**config.mk**
```make
export PLATFORM = sky130hd
export DESIGN_NAME = bounded_set_table
export DESIGN_NICKNAME = d
export VERILOG_FILES = /design/src/bst_pkg.sv /design/src/bst_mem.sv /design/src/bounded_set_table.sv
export VERILOG_INCLUDE_DIRS = /design/src /design/src/src
export SDC_FILE = /design/constraint.sdc
export NUM_CORES = 1
export LEC_CHECK = 0
export BUFFER_PORTS_ARGS = -buffer_cell sky130_fd_sc_hd__buf_2
export CAP_MARGIN = 20
export CORE_UTILIZATION = 60
export DETAILED_ROUTE_END_ITERATION = 10
export PLACE_DENSITY = 0.77
export SKIP_CTS_REPAIR_TIMING = 1
export SLEW_MARGIN = 20
export SYNTH_ARGS = -nofsm -noshare
export SYNTH_HDL_FRONTEND = slang
export SYNTH_SLANG_ARGS = --single-unit
```
**constraint.sdc**
```tcl
create_clock -name i_clk -period 11.1 [get_ports i_clk]
set_input_delay 1.11 -clock i_clk [delete_from_list [all_inputs] [get_ports i_clk]]
set_output_delay 1.11 -clock i_clk [all_outputs]
set_load 0.1 [all_outputs]
```
**src/bounded_set_table_defines.svh**
```systemverilog
// Assertion macros shared by the bounded set table RTL.
// No dependencies; included inside module bodies.
`ifndef BOUNDED_SET_TABLE_DEFINES_SVH
`define BOUNDED_SET_TABLE_DEFINES_SVH

// Same-cycle implication, checked out of reset.
`define BST_ASSERT_IMP(name, clk, rst_n, ante, cons) \
    name: assert property (@(posedge clk) disable iff (!(rst_n)) (ante) |-> (cons)) \
        else $error("bounded_set_table: check failed");

// Next-cycle implication, checked out of reset.
`define BST_ASSERT_NXT(name, clk, rst_n, ante, cons) \
    name: assert property (@(posedge clk) disable iff (!(rst_n)) (ante) |=> (cons)) \
        else $error("bounded_set_table: check failed");

`endif

```
**src/bst_pkg.sv**
```systemverilog
// Types, sizes and codes for the bounded set table.
// No dependencies; imported by bst_mem, bounded_set_table, bst_checker and the testbench.
package bst_pkg;

    localparam int CAPACITY  = 16;
    localparam int KEY_WIDTH = 32;

    localparam int IDX_W   = (CAPACITY > 1) ? $clog2(CAPACITY) : 1;
    localparam int CNT_W   = $clog2(CAPACITY + 1);
    localparam int CMD_W   = 2;
    localparam int KEYIN_W = 32;
    localparam int STAT_W  = 3;
    localparam int CFG_W   = 5;
    localparam int OCNT_W  = 5;

    localparam logic [CMD_W-1:0] CMD_ADD    = 2'd0;
    localparam logic [CMD_W-1:0] CMD_REMOVE = 2'd1;
    localparam logic [CMD_W-1:0] CMD_LOOKUP = 2'd2;

    localparam logic [STAT_W-1:0] STAT_OK        = 3'd0;
    localparam logic [STAT_W-1:0] STAT_FULL      = 3'd1;
    localparam logic [STAT_W-1:0] STAT_DUPLICATE = 3'd2;
    localparam logic [STAT_W-1:0] STAT_EMPTY     = 3'd3;
    localparam logic [STAT_W-1:0] STAT_NOT_FOUND = 3'd4;

    localparam logic [CFG_W-1:0] CFG_LIMIT_RESET = 5'd16;

    typedef logic [KEY_WIDTH-1:0] t_key;
    typedef logic [IDX_W-1:0]     t_idx;
    typedef logic [CNT_W-1:0]     t_cnt;

    typedef struct packed {
        logic en;
        t_idx addr;
        t_key data;
    } t_mem_wr;

endpackage

```
**src/bst_mem.sv**
```systemverilog
// Entry store for the bounded set table: one write port, one registered read.
// Depends on bst_pkg.
module bst_mem (
    input  logic              i_clk,
    input  bst_pkg::t_mem_wr  i_wr,
    input  bst_pkg::t_idx     i_rd_addr,
    output bst_pkg::t_key     o_rd_data
);
    import bst_pkg::*;

    t_key r_mem [CAPACITY];
    t_key r_rd_data;

    always_ff @(posedge i_clk) begin
        if (i_wr.en) begin
            r_mem[i_wr.addr] <= i_wr.data;
        end
    end

    always_ff @(posedge i_clk) begin
        r_rd_data <= r_mem[i_rd_addr];
    end

    assign o_rd_data = r_rd_data;

endmodule

```
**src/bounded_set_table.sv**
```systemverilog
// Bounded set table: insertion-ordered set of distinct keys with add/remove/lookup.
// The search reads one entry a cycle, then a remove compacts the entries behind the hit one
// a cycle. One transaction at a time: ready returns with the result, and a result still
// waiting on the output stalls the finish.
// Reset (synchronous, active low): count 0, limit 16, output empty; entries untouched.
module bounded_set_table (
    input  logic                        i_clk,
    input  logic                        i_rst_n,
    input  logic                        i_in_valid,
    output logic                        o_in_ready,
    input  logic [bst_pkg::CMD_W-1:0]   i_command,
    input  logic [bst_pkg::KEYIN_W-1:0] i_key,
    output logic                        o_out_valid,
    input  logic                        i_out_ready,
    output logic [bst_pkg::STAT_W-1:0]  o_status,
    output logic                        o_found,
    output logic [bst_pkg::OCNT_W-1:0]  o_entry_count,
    output logic                        o_is_full_flag,
    output logic                        o_is_empty_flag,
    input  logic                        i_cfg_valid,
    output logic                        o_cfg_ready,
    input  logic [bst_pkg::CFG_W-1:0]   i_cfg_capacity_limit
);
    import bst_pkg::*;
    `include "bounded_set_table_defines.svh"

    localparam logic [2:0] S_IDLE   = 3'd0;
    localparam logic [2:0] S_SEARCH = 3'd1;
    localparam logic [2:0] S_EXEC   = 3'd2;
    localparam logic [2:0] S_SHIFT  = 3'd3;
    localparam logic [2:0] S_DONE   = 3'd4;

    localparam t_cnt CAP_CNT = t_cnt'(CAPACITY);

    logic [2:0]        r_state, n_state;
    t_cnt              r_count, n_count;
    logic [CFG_W-1:0]  r_cap_limit;
    logic [CMD_W-1:0]  r_cmd, n_cmd;
    t_key              r_key, n_key;
    t_cnt              r_idx, n_idx;
    logic              r_found, n_found;
    logic [STAT_W-1:0] r_stat, n_stat;

    logic              r_out_valid;
    logic [STAT_W-1:0] r_out_status;
    logic              r_out_found;
    t_cnt              r_out_count;
    logic              r_out_full;
    logic              r_out_empty;

    t_mem_wr           mem_wr;
    t_idx              rd_addr;
    t_key              rd_data;
    t_cnt              lim;
    logic              at_limit;
    logic              out_free;
    logic [CNT_W:0]    idx_plus2;

    bst_mem u_mem (
        .i_clk     (i_clk),
        .i_wr      (mem_wr),
        .i_rd_addr (rd_addr),
        .o_rd_data (rd_data)
    );

    // limit of 0 behaves as 1, above capacity behaves as capacity
    always_comb begin
        if (r_cap_limit == '0) begin
            lim = t_cnt'(1);
        end else if ({1'b0, r_cap_limit} > (CFG_W + 1)'(CAPACITY)) begin
            lim = CAP_CNT;
        end else begin
            lim = t_cnt'(r_cap_limit);
        end
    end

    assign at_limit  = (r_count >= lim);
    assign out_free  = !r_out_valid || i_out_ready;
    assign idx_plus2 = {1'b0, r_idx} + (CNT_W + 1)'(2);

    always_comb begin
        n_state = r_state;
        n_count = r_count;
        n_cmd   = r_cmd;
        n_key   = r_key;
        n_idx   = r_idx;
        n_found = r_found;
        n_stat  = r_stat;
        mem_wr  = '{en: 1'b0, addr: r_idx[IDX_W-1:0], data: rd_data};
        rd_addr = '0;

        unique case (r_state)
            S_IDLE: begin
                rd_addr = '0;
                if (i_in_valid) begin
                    n_cmd   = i_command;
                    n_key   = i_key[KEY_WIDTH-1:0];
                    n_idx   = '0;
                    n_found = 1'b0;
                    n_state = S_SEARCH;
                end
            end
            // rd_data holds entry r_idx here
            S_SEARCH: begin
                rd_addr = r_idx[IDX_W-1:0] + t_idx'(1);
                if (r_idx >= r_count) begin
                    n_state = S_EXEC;
                end else if (rd_data == r_key) begin
                    n_found = 1'b1;
                    n_state = S_EXEC;
                end else begin
                    n_idx = r_idx + t_cnt'(1);
                end
            end
            S_EXEC: begin
                rd_addr = r_idx[IDX_W-1:0] + t_idx'(1);
                n_stat  = STAT_OK;
                n_state = S_DONE;
                unique case (r_cmd)
                    CMD_ADD: begin
                        if (at_limit) begin
                            n_stat = STAT_FULL;
                        end else if (r_found) begin
                            n_stat = STAT_DUPLICATE;
                        end else begin
                            mem_wr  = '{en: 1'b1, addr: r_count[IDX_W-1:0], data: r_key};
                            n_count = r_count + t_cnt'(1);
                        end
                    end
                    CMD_REMOVE: begin
                        if (r_count == '0) begin
                            n_stat = STAT_EMPTY;
                        end else if (!r_found) begin
                            n_stat = STAT_NOT_FOUND;
                        end else if ((r_idx + t_cnt'(1)) < r_count) begin
                            n_state = S_SHIFT;
                        end else begin
                            n_count = r_count - t_cnt'(1);
                        end
                    end
                    default: begin
                        // lookup, and the unused code behaves the same
                        n_stat = STAT_OK;
                    end
                endcase
            end
            // rd_data holds entry r_idx+1; move it down one place
            S_SHIFT: begin
                rd_addr = idx_plus2[IDX_W-1:0];
                mem_wr  = '{en: 1'b1, addr: r_idx[IDX_W-1:0], data: rd_data};
                n_idx   = r_idx + t_cnt'(1);
                if (idx_plus2 >= {1'b0, r_count}) begin
                    n_count = r_count - t_cnt'(1);
                    n_state = S_DONE;
                end
            end
            S_DONE: begin
                rd_addr = '0;
                if (out_free) begin
                    n_state = S_IDLE;
                end
            end
            default: begin
                n_state = S_IDLE;
            end
        endcase
    end

    always_ff @(posedge i_clk) begin
        if (!i_rst_n) begin
            r_state     <= S_IDLE;
            r_count     <= '0;
            r_cap_limit <= CFG_LIMIT_RESET;
            r_out_valid <= 1'b0;
        end else begin
            r_state <= n_state;
            r_count <= n_count;
            if (i_cfg_valid && o_cfg_ready) begin
                r_cap_limit <= i_cfg_capacity_limit;
            end
            if (r_state == S_DONE && out_free) begin
                r_out_valid <= 1'b1;
            end else if (i_out_ready) begin
                r_out_valid <= 1'b0;
            end
        end
    end

    always_ff @(posedge i_clk) begin
        r_cmd   <= n_cmd;
        r_key   <= n_key;
        r_idx   <= n_idx;
        r_found <= n_found;
        r_stat  <= n_stat;
        if (r_state == S_DONE && out_free) begin
            r_out_status <= r_stat;
            r_out_found  <= r_found;
            r_out_count  <= r_count;
            r_out_full   <= at_limit;
            r_out_empty  <= (r_count == '0);
        end
    end

    // limit changes only between transactions
    assign o_in_ready      = (r_state == S_IDLE);
    assign o_cfg_ready     = (r_state == S_IDLE);
    assign o_out_valid     = r_out_valid;
    assign o_status        = r_out_status;
    assign o_found         = r_out_found;
    assign o_entry_count   = OCNT_W'(r_out_count);
    assign o_is_full_flag  = r_out_full;
    assign o_is_empty_flag = r_out_empty;

    `BST_ASSERT_IMP(a_count_bound, i_clk, i_rst_n, 1'b1, r_count <= CAP_CNT)
    `BST_ASSERT_IMP(a_shift_in_range, i_clk, i_rst_n, r_state == S_SHIFT, (r_idx + t_cnt'(1)) < r_count)
    `BST_ASSERT_NXT(a_accept_busy, i_clk, i_rst_n, i_in_valid && o_in_ready, r_state == S_SEARCH)
    `BST_ASSERT_IMP(a_full_status_flag, i_clk, i_rst_n, o_out_valid && o_status == STAT_FULL, o_is_full_flag)

endmodule

```
; After elaboration in Yosys (flattened, before gate mapping)
; Memories as Yosys holds them, arrays and structs flattened. A register that Yosys moved wholly into a read port is not among the register bits.
; Cells that the tools add are included.
[word_totals]
out_inout_bits = 14
register_bits = 68
memories = 1
ramBits = 512
[memory_table]
columns = memory, depth, word_bits, read_ports, rd_ports_with_merged_regs, wr, line_no
row1 = u_mem.r_mem, 16, 32, 1, 1, 1, bst_mem.sv:11  ; t_key r_mem [CAPACITY];
[classes]
magnitude_cmp = 5
n_addsub = 5
eq_ne = 19
n_reduce_logical = 18
mux = 42
[ops]
columns = operator, count
row1 = $mux 37, 3
row2 = $pmux 37 s2, 1
row3 = $mux 5, 11
row4 = $mux 3, 11
row5 = $eq 32x32->1, 1
row6 = $pmux 5 s2, 2
row7 = $ne 3x3->1 const B, 6
row8 = $pmux 3 s5, 1
row9 = $pmux 5 s3, 1
row10 = $ne 2x2->1 const B, 6
row11 = $reduce_and 4->1, 3
row12 = $add 5x1->5 const B, 2
row13 = $ge 5x5->1, 2
row14 = $logic_not 5->1, 2
row15 = $pmux 4 s2, 1
row16 = $reduce_and 8->1, 1
row17 = $mux 1, 7
row18 = $add 5x2->6 const B, 1
row19 = $eq 3x2->1 const B, 2
row20 = $ge 6x5->1, 1
row21 = $pmux 3 s2, 1
row22 = $reduce_bool 2->1, 3
row23 = $gt 5x5->1 const B, 1
row24 = $lt 5x5->1, 1
row25 = 16 further kinds, 18

; Logic depth before layout (Yosys ltp)
; Gate-level depths: netlist of the first run.
[logic_depth]
ltp_word = 9
depth_mapped = 11

; By module
; Synthesis of the first run repeated with hierarchy kept, for this count alone.
[unflattened]
hier_cells = 1179
area_unflattened_um2 = 23801.6
[by_module_without_submodules]
columns = module, area_each_um2, cells_each, seq_area_each_um2, n_inst
row1 = bst_mem, 19835.3, 838, 16015.4, 1
row2 = bounded_set_table, 3966.3, 341, 1901.8, 1

; Least setup slack after synthesis of the first run
; No wires, ideal clock.
[synth_path]
path_kind = reg-to-output
start = reg r_state[2]
end = out o_in_ready
arrival_time_ps = 3501
required_time_ps = 9990
path_slack_ps = 6489
stages_incl_launch_ff = 5
cell_sequence = dfxtp_1 > clkbuf_1 > clkbuf_1 > nor3_1 > buf_4
[synth_between]
elab_chain_cells = 1
[synth_rtl]
columns = element, line_no
row1 = start: declaration, bounded_set_table.sv:35  ; logic [2:0] r_state, n_state;
row2 = start signal: assignment, bounded_set_table.sv:176  ; r_state <= n_state;
row3 = $logic_not 3->1, n/a
row4 = end: declaration, bounded_set_table.sv:10  ; output logic o_in_ready,
; Every way passes these cells.

; Worst setup path in the final report of the first run
[layout_path]
start = reg r_state[0]
end = reg u_mem.r_rd_data[9] (netlist: u_mem.o_rd_data[9]), read port of u_mem.r_mem
[layout_between]
elab_chain_cells = 3
elab_cells_between_ends = 5
[layout_rtl]
columns = element, line_no
row1 = $eq 3x2->1 / $eq 3x1->1 (equally long branches), bounded_set_table.sv:92  ; unique case (r_state)
row2 = $reduce_or 2->1 (no line), n/a
row3 = $pmux 4 s2 *, bounded_set_table.sv:92
row4 = end: declaration, bst_mem.sv:12  ; t_key r_rd_data;
; Every way passes the cells marked *; elsewhere a longest branch is shown, timed or not.
; A chain may end at the register's enable or synchronous reset.

==> run_results.csv, run 1 <==
group,metric,value,unit
power,p_sw,1.869,mW
sta,slew_headroom,0.2192,
worst_setup_path,crit_path_end_kind,"flop",
placement,numPortBuffers,57,
worst_setup_path,slowest_stage,"buf_4",
sta,period_needed,4380,ps
finish,fillers,2629,
sta,rsz0062_at_grt,"no",
floorplan,fp-row-count,73,
worst_hold_path,holdCritPathClass,"reg -> reg",
power,p_clk_frac,0.308,
run,cap_violations,0,
clock_network,clock_latency,610,ps
worst_setup_path,reg2reg_slack,6720,ps
synth,yosysWarnings,0,
worst_setup_path,critPathTopFamily,"buffers and inverters",
placement,hpwlAfterDp,28210,µm
detailed_routing,firstDrtPassIters,6,
global_routing,track_usage,0.2706,
worst_setup_path,crit_arrival,4850,ps
worst_hold_path,hold_start,"r_stat[2]",
clock_network,htreeDepth,2,
worst_setup_path,critical_path_class,"reg -> reg",
synth,synth_fp_nets,1630,
clock_network,cts_inserted_buffers,58,
worst_hold_path,hold_end,"o_status[2]",
sta,hold_viol,0,
synth,synth_top_cell_area_share,0.6982,
worst_hold_path,whs_path_depth,0,
synth,synth-edff-count,566,
global_routing,grt_max_degree,176,
global_routing,first_global_vias,13859,
clock_network,cts_max_path_buffers,3,
global_routing,grt_overflow_total,0,
power,intPower,4.529,mW
synth,syn_inst,1563,
floorplan,start_util,0.6099,
detailed_routing,viasPerCell,6.457,
detailed_routing,detail-route-antenna-nets,0,
worst_setup_path,slowest_delay,840,ps
floorplan,fp.dieW,203.4,µm
finish,n_antenna_cell,0,
synth,yosysUniqueCellTypes,55,
synth,async_flop_share,0,
synth,syn_avg_cell_area,15.57,µm²
sta,worst_slew_pin_slew,1167,ps
detailed_routing,drc_errors,0,
floorplan,coreArea,39910,µm²
power,combPwrFrac,0.221,
synth,synth_area_leaders,"edfxtp_1, mux2i_1, a221oi_1, dfxtp_1, a21oi_1",
power,p_seq_frac,0.471,
clock_network,cts.sinks,612,
power,leakage,8.841,nW
worst_setup_path,worstReg2RegStart,"r_state[0]",
floorplan,die_area,41380,µm²
worst_setup_path,start_kind,"flop",
sta,period_share,0.3946,
power,vdd_drop_max,205.4,µV
power,power,6.398,mW
global_routing,antenna_found_initial,1,
clock_network,cts_root_buffer,"clkbuf_16",
power,swShare,0.2921,
synth,synth-seq-cells,612,
detailed_routing,vias,14090,
worst_setup_path,cpMostUsedCell,"buf_4",
worst_setup_path,path_cells,"xnor2_1, a211o_4, buf_4, buf_4, a221oi_1, or4_1",
clock_network,cts_tree,"yes",
sta,skew,19.66,ps
global_routing,grt_first_pass_wirelength,82520,µm
worst_setup_path,crit_required,11570,ps
floorplan,num_io_pins,58,
sta,fmax,0.2283,GHz
synth,synth_seq_area_share,0.7361,
finish,drive_gt1_frac,0.1418,
run_status,status,"completed",
synth,yosys-top-cells-count,"edfxtp_1, nand2_1, a21oi_1",
finish,final_net_count,1675,
worst_setup_path,r2r-end,"u_mem.o_rd_data[9]",
synth,synth_flop_cell,"edfxtp_1",
detailed_routing,wl,55110,µm
synth,synth_most_common_cell,"edfxtp_1",
worst_setup_path,cp_max_fo,89,
worst_setup_path,cp.buffers_inverters,2,
floorplan,die_y,203.4,µm
finish,areaGrowthSynthToFinish,11.40,%
placement,gp_congestion,0.8308,
detailed_routing,drt_iter0_drc,1573,
worst_setup_path,reg2reg_depth,6,
power,p_per_area,236.0,nW/µm²
synth,syn_area,24340,µm²
sta,setup_viol,0,
sta,maxSlewViolCount,0,
sta,setup_tns,0,ps
clock_network,path_clk_slew,60,ps
synth,synth_area_leader_cell,"edfxtp_1",
detailed_routing,avgRoutedWirePerCell,25.26,µm
-- metrics by stage --
| step | setup WS [ps] | cells | util | hold WS, ps | cell area (µm²) |
|---|---|---|---|---|---|
| final | 6720 | 2182 | 0.6794 | 426.6 | 27120 |
| after global routing | 6451 | 2182 | 0.6794 | 435.5 | 27120 |
| after CTS | 6790 | 2182 | 0.6792 | 426.2 | 27110 |
| after detailed placement | 6826 | 2073 | 0.6310 | 411.8 | 25190 |
| after global placement | 6958 | 2073 | 0.6310 | 403.1 | 25190 |
| after floorplan | 6489 | 1563 | - | 400.3 | 24340 |
-- state kept, by name (all words and copies together) (netlist names), 2 cells and up --
name and flops:
o_entry_count 5, o_status 3, r_cap_limit 5, r_cmd 2, r_count 5, r_idx 5
r_key 32, r_stat 3, r_state 3, u_mem.o_rd_data 32, u_mem.r_mem 512
-- per-layer routing --
metal | vias to the layer above | part of all wire | track usage
met2 | 702 | 0.48 | 0.4308
met4 | 0 | 0.030 | 0.09882
met5 | - | 0 | 0
met3 | 110 | 0.092 | 0.04155
li1 | 6236 | - | -
met1 | 7042 | 0.40 | 0.3823
-- power groups by stage --
stage / clock, mW / combinational (mW) / sequential (mW)
3_5_place_dp: 0 / 1.39 / 3.06
6_report: 1.97 / 1.41 / 3.02
2_1_floorplan: 0 / 1.05 / 3.03
3_3_place_gp: 0 / 1.34 / 3.05
4_1_cts: 1.99 / 1.40 / 3.01
5_1_grt: 2.08 / 1.54 / 3.03
-- worst max-delay path by stage --
| stage | startpoint | end | cells past startpoint |
|---|---|---|---|
| after global placement | r_state[1] | u_mem.o_rd_data[10] | 6 |
| after CTS | r_state[0] | u_mem.o_rd_data[9] | 6 |
| after detailed placement | r_idx[1] | u_mem.o_rd_data[9] | 9 |
| final | r_state[0] | u_mem.o_rd_data[9] | 6 |
| after global routing | r_state[0] | u_mem.o_rd_data[3] | 6 |
| after floorplan | r_state[2] | o_in_ready | 4 |
-- layout by cell type (no fill, tap or decap), types with 15 or more instances in the layout --
cell,synthesis,layout
edfxtp_1,566,566
nand2_1,154,150
a21oi_1,140,140
mux2i_1,134,134
a221oi_1,127,127
clkbuf_16,0,59
buf_2,23,57
dfxtp_1,46,46
xnor2_1,38,38
mux2_2,33,33
or4_1,33,33
nor2_1,42,26
ha_1,23,23
buf_4,2,23
nor2_4,1,17
inv_1,15,15
-- kinds of logic after synthesis --
family,after synthesis,share of synthesized area
AO/OA/AOI/OAI,317,0.09036
XOR/XNOR,39,0.01403
adder cells (fa/ha/maj),23,0.01182
buffers and inverters,111,0.02015
flip-flops,612,0.7361
multiplexers,167,0.07037
AND/OR/NAND/NOR,294,0.05721
-- final cells by class --
| cell class | instances | area, µm² | share of cell area |
|---|---|---|---|
| multi-input combinational | 840 | 6085 | 0.2244 |
| clock buffer | 78 | 1598 | 0.05892 |
| sequential | 612 | 17920 | 0.6608 |
| clock inverter | 31 | 325.3 | 0.01200 |
| tap | 525 | 656.9 | 0.02422 |
| inverter | 15 | 56.30 | 0.002076 |
| timing repair buffer | 81 | 478.0 | 0.01763 |
Power figures use the tool's default switching activity.
==> run 2: changes to the inputs <==
--- a/config.mk
+++ b/config.mk
@@ -8,9 +8,9 @@
 export LEC_CHECK = 0
 export BUFFER_PORTS_ARGS = -buffer_cell sky130_fd_sc_hd__buf_2
 export CAP_MARGIN = 20
-export CORE_UTILIZATION = 60
+export CORE_UTILIZATION = 56
 export DETAILED_ROUTE_END_ITERATION = 10
-export PLACE_DENSITY = 0.77
+export PLACE_DENSITY = 0.75
 export SKIP_CTS_REPAIR_TIMING = 1
 export SLEW_MARGIN = 20
 export SYNTH_ARGS = -nofsm -noshare
==> constraint.sdc (replaced) <==
create_clock -name i_clk -period 3.9 [get_ports i_clk]
set_input_delay 0.39 -clock i_clk [delete_from_list [all_inputs] [get_ports i_clk]]
set_output_delay 0.39 -clock i_clk [all_outputs]
set_load 0.1 [all_outputs]
==> run_results.csv, run 2 (synthesis results as in run 1) <==
group,metric,value,unit
worst_hold_path,holdCritPathClass,"in -> reg",
clock_network,htreeDepth,2,
worst_hold_path,hold_start,"i_cfg_capacity_limit[4]",
finish,top_register,"u_mem.r_mem",
worst_setup_path,cp.buffers_inverters,2,
detailed_routing,avgRoutedWirePerCell,23.54,µm
worst_setup_path,crit_arrival,3750,ps
floorplan,coreArea,42980,µm²
placement,gp_congestion,0.8540,
sta,skew,12.92,ps
finish,post-route-util,0.6506,
global_routing,track_usage,0.2460,
clock_network,clock_latency,620,ps
worst_setup_path,path_cells,"inv_1, ha_1, nand2b_1, a211oi_1, a21bo_2, nand2b_2, mux2i_1, nor2_4, buf_12",
clock_network,cts_max_path_buffers,3,
finish,final_net_count,1733,
sta,maxSlewViolCount,0,
finish,final_common_cell,"edfxtp_1",
finish,n_antenna_cell,0,
worst_setup_path,critPathTopFamily,"multiplexers",
global_routing,first_global_vias,13737,
sta,setup_tns,0,ps
detailed_routing,wl,54150,µm
detailed_routing,firstDrtPassIters,5,
worst_setup_path,worstReg2RegStart,"r_count[0]",
sta,period_share,0.8700,
power,power,18.64,mW
power,leakage,9.199,nW
clock_network,cts.sinks,612,
sta,worst_slew_pin_slew,879.9,ps
clock_network,path_clk_slew,60,ps
placement,numPortBuffers,57,
worst_setup_path,start_kind,"flop",
finish,drive_gt1_frac,0.1516,
finish,largest_reg_flops,512,
worst_setup_path,reg2reg_depth,9,
sta,hold_viol,0,
clock_network,cts_root_buffer,"clkbuf_16",
worst_setup_path,reg2reg_slack,510,ps
floorplan,fp.dieW,210.5,µm
sta,slew_headroom,0.3966,
global_routing,grt_overflow_total,0,
worst_hold_path,hold_end,"r_cap_limit[4]",
worst_setup_path,cp_max_fo,22,
detailed_routing,drc_errors,0,
sta,rsz0062_at_grt,"no",
power,p_per_area,666.4,nW/µm²
worst_setup_path,r2r-end,"u_mem.r_mem[4][20]",
global_routing,grt_first_pass_wirelength,81340,µm
floorplan,num_io_pins,58,
worst_setup_path,crit_required,4260,ps
clock_network,cts_inserted_buffers,58,
global_routing,grt_max_degree,78,
sta,period_needed,3393,ps
worst_setup_path,slowest_delay,730,ps
detailed_routing,drt_iter0_drc,1324,
floorplan,start_util,0.5663,
sta,setup_viol,0,
run,cap_violations,0,
power,vdd_drop_max,524.1,µV
finish,final_cell_mix,"edfxtp_1, nand2_1, a21oi_1",
clock_network,cts_tree,"yes",
sta,fmax,0.2947,GHz
finish,areaGrowthSynthToFinish,14.89,%
run_status,status,"completed",
detailed_routing,detail-route-antenna-nets,0,
worst_setup_path,critical_path_class,"reg -> reg",
detailed_routing,viasPerCell,6.143,
floorplan,die_y,210.5,µm
placement,hpwlAfterDp,30600,µm
floorplan,die_area,44310,µm²
worst_hold_path,whs_path_depth,3,
worst_setup_path,slowest_stage,"mux2i_1",
detailed_routing,vias,14128,
floorplan,fp-row-count,76,
global_routing,antenna_found_initial,0,
worst_setup_path,crit_path_end_kind,"flop",
==> run 2: changes by cell type in the layout (fill, tap and decap cells not counted), moves of 3 or more <==
cell / delta
buf_12: +15
buf_4: +9
bufinv_16: +3
clkinv_2: +5
clkinvlp_4: -5
clkinv_1: +3
clkbuf_8: -4
clkbuf_1: -3
dlygate4sd3_1: +34
==> run 2: worst reg2reg max path, cell delays in order, from the launching register on <==
cell	delay (ps)
dfxtp_1	510
inv_1	170
ha_1	310
nand2b_1	140
a211oi_1	320
a21bo_2	250
nand2b_2	200
mux2i_1	730
nor2_4	240
buf_12	260
==> run 2: cell type report <==
cell class | count | area, µm²
clock buffer | 72 | 1556
inverter | 15 | 56.30
fill | 2969 | 15020
timing repair buffer | 139 | 1186
multi-input combinational | 840 | 6085
tap | 585 | 732.0
clock inverter | 37 | 432.9
sequential | 612 | 17920
==> run 2: per-stage QoR <==
step           setup slack (ps)  cell area (µm²)  hold slack (ps)  std cells
3_3_place_gp              657.1            25640            407.7       2157
2_1_floorplan            -23.71            24350            400.3       1563
6_report                  507.1            27970            12.22       2300
4_1_cts                   545.6            27630           -87.61       2266
3_5_place_dp              555.5            25640            405.7       2157
5_1_grt                   312.9            27970            7.893       2300
==> run 2: worst max-delay path by stage <==
stage	from	to	depth (start not counted)
finish	r_count[0]	u_mem.r_mem[4][20]	9
global route	r_count[0]	u_mem.r_mem[4][20]	9
CTS	r_count[0]	u_mem.r_mem[4][20]	9
detailed placement	r_count[0]	u_mem.r_mem[4][24]	9
global placement	r_count[0]	u_mem.r_mem[7][21]	9
floorplan	r_count[0]	u_mem.r_mem[3][0]	9
==> run 2: routing by layer <==
metal  vias up  share of wire  GRT usage  routed length [µm]
li1       6373              -          -                   -
met3        99          0.082    0.05632                4415
met4         0          0.027    0.07896                1471
met5         -              0          0                   0
met2       559           0.49     0.3982               26290
met1      7097           0.41     0.3326               21970
==> run 2: where the power goes <==
part           total (mW)  leakage (nW)  internal (mW)  switching [mW]
clock network        5.81         0.977           3.43            2.38
registers            8.60          5.50           8.32           0.279
logic                4.22          2.72           1.41            2.81
total                18.6          9.20           13.2            5.47
